$ cat config.mk
export PLATFORM = sky130hd
export DESIGN_NAME = key_matrix_scan_report
export DESIGN_NICKNAME = d
export VERILOG_FILES = /design/src/design/kmsr_pkg.sv /design/src/design/key_matrix_scan_report.sv
export SDC_FILE = /design/constraint.sdc
export NUM_CORES = 1
export LEC_CHECK = 0
export ABC_CLOCK_PERIOD_IN_PS = 24400
export BUFFER_PORTS_ARGS = -buffer_cell sky130_fd_sc_hd__buf_4
export CORE_UTILIZATION = 30
export CTS_BUF_LIST = sky130_fd_sc_hd__clkbuf_16
export DETAILED_ROUTE_END_ITERATION = 8
export PLACE_DENSITY = 0.51
export SYNTH_ARGS = -nofsm -noshare
export SYNTH_HDL_FRONTEND = slang
export SYNTH_SLANG_ARGS = --single-unit
$ cat constraint.sdc
create_clock -name clk -period 24.4 [get_ports clk]
set_input_delay 2.44 -clock clk [delete_from_list [all_inputs] [get_ports clk]]
set_output_delay 2.44 -clock clk [all_outputs]
set_load 0.05 [all_outputs]
$ cat src/design/kmsr_pkg.sv
package kmsr_pkg;

  localparam int COLUMNS    = 10;
  localparam int ROWS       = 5;
  localparam int ROM_SIZE   = 50;
  localparam int SLOT_COUNT = 6;
  localparam int ROW_W      = 5;
  localparam int COL_W      = 4;
  localparam int KEY_W      = $clog2(COLUMNS * ROWS);
  localparam int COL_IDX_W  = $clog2(COLUMNS);
  localparam int ROM_IDX_W  = $clog2(ROM_SIZE);
  localparam int FILL_W     = $clog2(SLOT_COUNT + 1);

  typedef logic [7:0] code_t;

  localparam code_t SHIFT_CODE = 8'he1;
  localparam code_t SHIFT_BIT  = 8'h02;

  // key code per matrix position, indexed column * ROWS + row
  localparam code_t CODE_ROM [ROM_SIZE] = '{
    8'h00, 8'h1e, 8'h14, 8'h04, 8'he1,
    8'h00, 8'h1f, 8'h1a, 8'h16, 8'h1d,
    8'h00, 8'h20, 8'h08, 8'h07, 8'h1b,
    8'h00, 8'h21, 8'h15, 8'h09, 8'h06,
    8'h2c, 8'h22, 8'h17, 8'h0a, 8'h19,
    8'h50, 8'h23, 8'h1c, 8'h0b, 8'h05,
    8'h4f, 8'h24, 8'h18, 8'h0d, 8'h11,
    8'h00, 8'h25, 8'h0c, 8'h0e, 8'h10,
    8'h28, 8'h26, 8'h12, 8'h0f, 8'h37,
    8'h29, 8'h27, 8'h13, 8'h2a, 8'h00
  };

  function automatic code_t rom_code(input logic [KEY_W-1:0] idx);
    code_t code;
    code = '0;
    if (int'(idx) < ROM_SIZE) begin
      code = CODE_ROM[ROM_IDX_W'(idx)];
    end
    return code;
  endfunction

endpackage

$ cat src/design/key_matrix_scan_report.sv
// Key matrix scanner producing a keyboard report per column scan.
// Input channel: in_valid / in_stall with in_row_levels, the row levels
// sensed while the current column is driven (0 = pressed). Result channel:
// out_valid / out_stall with send flag, modifier byte, six key code slots
// and the column that the beat belongs to.
// A beat is taken into an input register, then processed combinationally into
// the result register. One beat per cycle is sustained while the receiver does
// not stall; the column scan is a single pass of five parallel compares plus a
// short slot-packing chain.
// Reset (rst_n low, synchronous) clears the stored key levels (all keys
// read as pressed), the modifier byte and the column counter, and empties
// both registers.
// When the receiver stalls, the result register holds its beat; the input
// register still takes one more beat, after which in_stall rises until the
// result beat is taken.
module key_matrix_scan_report (
  input  logic                          clk,
  input  logic                          rst_n,
  input  logic                          in_valid,
  output logic                          in_stall,
  input  logic [kmsr_pkg::ROW_W-1:0]    in_row_levels,
  output logic                          out_valid,
  input  logic                          out_stall,
  output logic                          out_send_report,
  output logic [7:0]                    out_modifier_byte,
  output logic [7:0]                    out_slot_zero,
  output logic [7:0]                    out_slot_one,
  output logic [7:0]                    out_slot_two,
  output logic [7:0]                    out_slot_three,
  output logic [7:0]                    out_slot_four,
  output logic [7:0]                    out_slot_five,
  output logic [kmsr_pkg::COL_W-1:0]    out_scanned_column
);

  logic                             s1_valid_r;
  logic [kmsr_pkg::ROW_W-1:0]       s1_rows_r;
  logic                             s1_go;

  logic [kmsr_pkg::ROWS-1:0]        levels_r [kmsr_pkg::COLUMNS];
  logic [kmsr_pkg::ROWS-1:0]        levels_nxt;
  logic [7:0]                       mod_r;
  logic [7:0]                       mod_nxt;
  logic [kmsr_pkg::COL_W-1:0]       col_r;
  logic [kmsr_pkg::COL_W-1:0]       col_nxt;
  logic [kmsr_pkg::COL_W-1:0]       col_cur;
  logic [kmsr_pkg::COL_IDX_W-1:0]   col_idx;
  logic [kmsr_pkg::KEY_W-1:0]       key_base;
  logic [kmsr_pkg::KEY_W-1:0]       key_idx;
  logic [kmsr_pkg::ROWS-1:0]        cur_levels;
  logic                             lvl;
  kmsr_pkg::code_t                  code;
  kmsr_pkg::code_t                  slots [kmsr_pkg::SLOT_COUNT];
  logic [kmsr_pkg::FILL_W-1:0]      fill;
  logic                             changed;

  logic                             out_valid_r;
  logic                             send_r;
  logic [7:0]                       mod_out_r;
  kmsr_pkg::code_t                  slots_r [kmsr_pkg::SLOT_COUNT];
  logic [kmsr_pkg::COL_W-1:0]       col_out_r;

  assign s1_go    = s1_valid_r && !(out_valid_r && out_stall);
  assign in_stall = s1_valid_r && !s1_go;

  always_comb begin
    col_cur    = (int'(col_r) >= kmsr_pkg::COLUMNS) ? '0 : col_r;
    col_idx    = kmsr_pkg::COL_IDX_W'(col_cur);
    key_base   = kmsr_pkg::KEY_W'(int'(col_cur) * kmsr_pkg::ROWS);
    cur_levels = levels_r[col_idx];
    levels_nxt = cur_levels;
    mod_nxt    = mod_r;
    changed    = 1'b0;
    fill       = '0;
    key_idx    = '0;
    lvl        = 1'b0;
    code       = '0;
    for (int s = 0; s < kmsr_pkg::SLOT_COUNT; s++) begin
      slots[s] = '0;
    end
    for (int r = 0; r < kmsr_pkg::ROWS; r++) begin
      // rows past the input field read as pressed
      lvl     = (r < kmsr_pkg::ROW_W) ? s1_rows_r[r] : 1'b0;
      key_idx = key_base + kmsr_pkg::KEY_W'(r);
      code    = kmsr_pkg::rom_code(key_idx);
      if (cur_levels[r] != lvl) begin
        levels_nxt[r] = lvl;
        changed       = 1'b1;
        if (code == kmsr_pkg::SHIFT_CODE) begin
          mod_nxt = lvl ? (mod_nxt & ~kmsr_pkg::SHIFT_BIT) : (mod_nxt | kmsr_pkg::SHIFT_BIT);
        end
        // a zero code would leave its slot empty, so it takes none
        if (!lvl && code != '0 && int'(fill) < kmsr_pkg::SLOT_COUNT) begin
          slots[fill] = code;
          fill        = fill + 1'b1;
        end
      end
    end
    col_nxt = (int'(col_cur) + 1 >= kmsr_pkg::COLUMNS) ? '0 : col_cur + 1'b1;
  end

  always_ff @(posedge clk) begin
    if (!rst_n) begin
      s1_valid_r  <= 1'b0;
      out_valid_r <= 1'b0;
      mod_r       <= '0;
      col_r       <= '0;
      for (int c = 0; c < kmsr_pkg::COLUMNS; c++) begin
        levels_r[c] <= '0;
      end
    end else begin
      if (in_valid && !in_stall) begin
        s1_valid_r <= 1'b1;
      end else if (s1_go) begin
        s1_valid_r <= 1'b0;
      end
      if (s1_go) begin
        out_valid_r       <= 1'b1;
        levels_r[col_idx] <= levels_nxt;
        mod_r             <= mod_nxt;
        col_r             <= col_nxt;
      end else if (!out_stall) begin
        out_valid_r <= 1'b0;
      end
    end
  end

  always_ff @(posedge clk) begin
    if (in_valid && !in_stall) begin
      s1_rows_r <= in_row_levels;
    end
    if (s1_go) begin
      send_r    <= changed;
      mod_out_r <= mod_nxt;
      col_out_r <= col_cur;
      for (int s = 0; s < kmsr_pkg::SLOT_COUNT; s++) begin
        slots_r[s] <= slots[s];
      end
    end
  end

  assign out_valid          = out_valid_r;
  assign out_send_report    = send_r;
  assign out_modifier_byte  = mod_out_r;
  assign out_slot_zero      = slots_r[0];
  assign out_slot_one       = slots_r[1];
  assign out_slot_two       = slots_r[2];
  assign out_slot_three     = slots_r[3];
  assign out_slot_four      = slots_r[4];
  assign out_slot_five      = slots_r[5];
  assign out_scanned_column = col_out_r;

endmodule

# Word level (Yosys, flattened, before mapping)
# Memory sizes are Yosys's and may differ from the RTL's.
# Index checks and enable logic that the tools add are counted.
# word_totals
reg_bits	32
latch_bits	0
mem_count	7
mem_bits_rw	98
word_cells	182
inputBits	9
rom_bits	2560
# classes
n_eq_ne	11
multipliers	1
magnitude_cmp	24
n_addsub	9
shifts	0
muxes	80
n_bitwise	9
div	0
reduce_logical	33
# mem_list
memory	words	word_bits	rd	rd_clocked_by_memory_dff	write_ports	line_no	text
(name not given)	64	8	1	0	0	kmsr_pkg.sv:37	code = CODE_ROM[ROM_IDX_W'(idx)];
(name not given)	64	8	1	0	0	kmsr_pkg.sv:37	
(name not given)	64	8	1	0	0	kmsr_pkg.sv:37	
(name not given)	64	8	1	0	0	kmsr_pkg.sv:37	
(name not given)	64	8	1	0	0	kmsr_pkg.sv:37	
levels_r	10	5	1	0	10	key_matrix_scan_report.sv:39	logic [kmsr_pkg::ROWS-1:0] levels_r [kmsr_pkg::COLUMNS];
+1 memories	--	--	--	--	--	--	
# op_table
operator	n
$mux W48	8
$bwmux W48	4
$mux W8	21
$demux W8 S3	4
$eq A8 B8 Y1 const B	5
$reduce_bool A8 Y1	5
$ge A7 B7 Y1 const B	5
$not A6 Y7	5
$lt A6 B6 Y1 const B	5
$mux W2	15
$mux W3	7
$ge A4 B4 Y1 const B	5
$logic_and A1 B1 Y1	17
$mux W1	17
$lt A4 B1 Y1 const B	4
$not A3 Y4	4
$add A6 B2 Y6 const B	2
$lt A3 B3 Y1 const B	4
$mux W4	3
$add A3 B1 Y3 const B	3
$logic_not A1 Y1	8
$add A6 B1 Y6 const B	1
$add A6 B3 Y6 const B	1
$mul A4 B3 Y6 const B	1
9 further kinds	13

# Longest topological paths before layout
# logic_depth
ltp_word	32
ltp_mapped	37
depth_no_buf	27

# Least setup slack after synthesis
# No wires, ideal clock.
# synth_path
path_type	reg2reg
startpoint	register col_r[3] (netlist name)
endpoint	memory slots_r[2][3] (netlist name), data pin
setup_ns	0.260
slack_ns	16.621
stages_incl_launch_ff	33
t_arrival_ns	7.519
period_less_slack_ns	7.779
path_cell_list	dfxtp_1 -> buf_2 -> o21a_1 -> buf_2 -> nor2_1 -> buf_2 -> buf_1 -> clkbuf_1 -> ha_1 -> ha_1 -> buf_2 -> buf_2 -> buf_2 -> buf_1 -> o21ai_0 -> and2_1 -> clkbuf_1 -> clkbuf_1 -> o311ai_0 -> mux2i_1 -> o21a_1 -> nor2_1 -> a31oi_1 -> ha_1 -> mux2_4 -> ha_1 -> clkbuf_1 -> mux2i_1 -> ha_1 -> xor2_1 -> nor4_1 -> o21ai_4 -> mux2_2
# synth_rtl
element	line_no	text
from (decl)	key_matrix_scan_report.sv:43	logic [kmsr_pkg::COL_W-1:0] col_r;
from (signal assigned)	key_matrix_scan_report.sv:120	col_r <= col_nxt;
to (decl)	key_matrix_scan_report.sv:59	kmsr_pkg::code_t slots_r [kmsr_pkg::SLOT_COUNT];

==> flow_summary.yaml <==
global_routing:
  antenna_found_initial: 0
  grt-ovfl-total: 0
  grt_util_all_layers_pct: 20.65
  grt_max_degree: 53
  grt_pass1_wl_um: 57380
  grt_pass1_vias: 9306
worst_setup_path:
  rrSetupSlack_ps: 15890
  cp_cell_sequence: "nor2b_2 > buf_4 > ha_1 > ha_1 > buf_4 > inv_1 > ha_1 > nand2_1 > a31oi_1 > o31ai_1 > nor4b_1 > a41oi_1 > ha_1 > mux2_4 > ha_1 > or2_2 > o2111a_2 > o41ai_4 > buf_4 > a21boi_0 > o21ai_4 > mux2_1"
  critPathRequiredTime_ps: 24570
  critPathBufInv: 4
  crit_arrival_ps: 8680
  worstRegToRegCells: 22
  cpPeakStageDelay_ps: 830
  critPathKind: "reg -> reg"
  r2r-start: "col_r[1]"
  critPathCaptureType: "register"
  start_kind: "register"
  reg2reg_to: "slots_r[3][1]"
  crit_family: "compound AO/OA/AOI/OAI gates"
  crit_top_cell: "ha_1"
  cpMaxStageDelayCell: "dfxtp_1"
  crit_fanout: 52
hold_path:
  min_path_type: "reg -> reg"
  min_to: "out_valid"
  min_from: "s1_valid_r"
  hold_path_depth: 2
layout:
  area_delta_synth_final_pct: 14.42
  drive_gt1_share_pct: 16.48
  fin_cells: 1699
  nets: 1284
  area.sequential_um2: 3413
  multiInputGateArea_um2: 6681
  antenna_cells: 0
  num-fill-cells: 3581
yosys:
  ys_types: 107
  synth_warnings: 0
  seq_area_frac_synth_pct: 31.90
  syn_area_um2: 10700
  synth_seq_cells: 116
  synthCells: 1208
  synth_ff_type: "edfxtp_1"
  avgSynthCellArea_um2: 8.857
  synth_edf_count: 109
  async_reset_ff_share_pct: 0
power:
  combPwrFrac_pct: 28.2
  p_int_mw: 0.4735
  p_leak_nw: 4.513
  vdd_ir_drop_max_mv: 0.05133
  pwr-share-seq_pct: 32.8
  p_switching_mw: 0.2351
  clockPowerShare_pct: 39.1
  switching_share_pct: 33.18
  p_per_area_nw_per_um2: 57.88
place:
  dp_hpwl_um: 27040
  port_buffers: 64
  gp_congestion: 0.9605
  place.detailed.instances: 1667
floorplan:
  io_pins: 72
  die_area_um2: 36420
  die_y_um: 190.8
  initial_core_util_pct: 30.75
  die_x_um: 190.8
  rows: 68
  core-area_um2: 34800
sta:
  hold_viol: 0
  timing.setup.tns_ps: 0
  drv_slew: 0
  period_needed_ps: 8513
  period_share_pct: 34.89
  final-setup-viol-count: 0
  skew_ps: 7.791
  relSlewSlack_pct: 2.976
  clock.fmax_ghz: 0.1175
  worst_pin_slew_ps: 1419
  rsz0062_at_grt: "false"
drt:
  wl_per_cell_um: 22.11
  drt_iter0_drc: 1277
  drtAntennaViolNets: 0
  wirelength_um: 37560
  vias_per_cell: 5.799
  firstDrtPassIters: 5
  vias: 9853
  drc_errors: 0
cts:
  hold_buffers: 0
  clock-root-buffer: "clkbuf_16"
  postCtsSetupBuffers: 0
  clk_pin_slew_worst_paths_ps: 60
  cts_max_path_buffers: 2
  clkSinkCount: 116
  cts_made_buffers: 17
  cts.htree.levels: 4
  clk_latency_ps: 420
  cts_tree: "built"
  ctsResizeCount: 0
run:
  maxCapViolCount: 1
run_status:
  violations: "capacitance limit"
  status: "finished with violations"
routing by layer:
metal | part of all wire (%) | up-vias | global-route usage (%)
li1 | - | 4568 | -
met1 | 43 | 4763 | 27.65
met2 | 45 | 446 | 32.16
met3 | 7.8 | 76 | 4.343
met4 | 3.3 | 0 | 8.308
met5 | 0 | - | 0
synthesized netlist by cell type (all sizes together) (5+ instances only):
master	count	area share (%)
a211oi	23	1.7
a21boi	5	0.46
a21o	8	0.56
a21oi	57	2.9
a221oi	6	0.49
a22oi	9	0.63
a311oi	6	0.49
a31o	5	0.41
a31oi	25	1.7
a32oi	5	0.41
and2	12	0.70
and3	8	0.48
buf	52	2.6
clkbuf	46	1.6
dfxtp	7	1.3
edfxtp	109	31
ha	43	5.0
inv	50	1.8
mux2	15	1.6
mux2i	70	6.5
mux4	17	3.6
nand2	126	4.4
nand2b	21	1.2
nand3	52	2.4
nand4	8	0.47
nor2	126	4.4
nor2b	11	0.64
nor3	29	1.5
nor4	12	1.1
o211ai	16	1.1
o21a	9	0.63
o21ai	75	4.1
o221ai	5	0.41
o22ai	21	1.2
o311ai	9	0.81
o31ai	9	0.63
or3	7	0.46
xnor2	23	2.4
cell type report:
class / instances / area share (%)
multi-input cells: 947 / 54.58
repair buffers: 96 / 5.887
clock buffers: 17 / 3.475
flip-flops and latches: 116 / 27.88
well taps: 455 / 4.650
clock inverters: 15 / 1.881
inverters: 53 / 1.646
power by group through the flow:
stage               registers (mW)  clock network (mW)  logic [mW]
global placement             0.236                   0       0.197
detailed placement           0.236                   0       0.196
floorplan                    0.253                   0       0.124
CTS                          0.232               0.282       0.197
global route                 0.233               0.288       0.212
finish                       0.232               0.277       0.200
cells in the final DEF, fill, tap and decap left out, types with 9 or more instances in the layout:
| master | count |
|---|---|
| nor2_1 | 124 |
| and2_1 | 12 |
| o31ai_1 | 9 |
| edfxtp_1 | 109 |
| nand2_1 | 125 |
| nor3_1 | 27 |
| nand2b_1 | 21 |
| a31oi_1 | 23 |
| o21a_1 | 9 |
| a211oi_1 | 22 |
| clkbuf_16 | 17 |
| inv_1 | 44 |
| o211ai_1 | 16 |
| nand3_1 | 52 |
| ha_1 | 43 |
| mux4_2 | 17 |
| o21ai_1 | 9 |
| mux2i_1 | 70 |
| o22ai_1 | 21 |
| a22oi_1 | 9 |
| a21oi_1 | 55 |
| xnor2_1 | 19 |
| o21ai_0 | 59 |
| nor2b_1 | 10 |
| buf_4 | 96 |
sequential cells by signal, summed over array words and instances (netlist names):
signal and cells:
s1_valid_r 1, out_scanned_column 4, levels_r 50, col_r 4, out_valid 1, mod_r 1
out_modifier_byte 1, out_send_report 1, s1_rows_r 5, slots_r 48
metrics by stage:
stage	setup WS (ps)	utilization [%]	hold slack [ps]	total power [mW]	instance area, um^2
after detailed placement	16090	33.30	489.9	0.4320	11590
final	15890	35.18	498.2	0.7086	12240
after global placement	16250	33.30	475.3	0.4330	11590
after floorplan	16620	-	450.7	0.3767	10720
after CTS	16060	35.18	503.5	0.7105	12240
after global routing	15540	35.18	524.2	0.7337	12240
how the worst max path moves through the flow:
stage                        start             to  slack [ps]  cells after the start
after global routing      col_r[1]  slots_r[2][3]       15540                     22
final                     col_r[1]  slots_r[3][1]       15890                     22
after detailed placement  col_r[1]  slots_r[3][3]       16090                     22
after floorplan           col_r[3]  slots_r[2][3]       16620                     32
after global placement    col_r[1]  slots_r[2][3]       16250                     22
after CTS                 col_r[1]  slots_r[3][3]       16060                     22
cells by family (layout without fill, tap and decap cells):
| kind of cell | count (synthesis) | in the layout | synth area share (%) |
|---|---|---|---|
| adders and majority gates | 44 | 44 | 5.216 |
| muxes | 102 | 102 | 11.78 |
| xor gates and xnor gates | 27 | 27 | 2.947 |
| DFF | 116 | 116 | 31.90 |
| and+or+nand+nor | 427 | 427 | 19.02 |
| buffers and inverters | 151 | 181 | 6.128 |
| other | 1 | 7 | 0.03505 |
| AOI/OAI and AO/OA | 340 | 340 | 22.98 |
worst register-to-register path, stage by stage, from the launching register on:
cell and delay [ps]:
dfxtp_1 830, nor2b_2 270, buf_4 420, ha_1 320, ha_1 280, buf_4 470, inv_1 570, ha_1 370
nand2_1 60, a31oi_1 160, o31ai_1 470, nor4b_1 100, a41oi_1 710, ha_1 370, mux2_4 340, ha_1 450
or2_2 360, o2111a_2 320, o41ai_4 70, buf_4 340, a21boi_0 420, o21ai_4 180, mux2_1 380
Power figures use the tool's default switching activity.
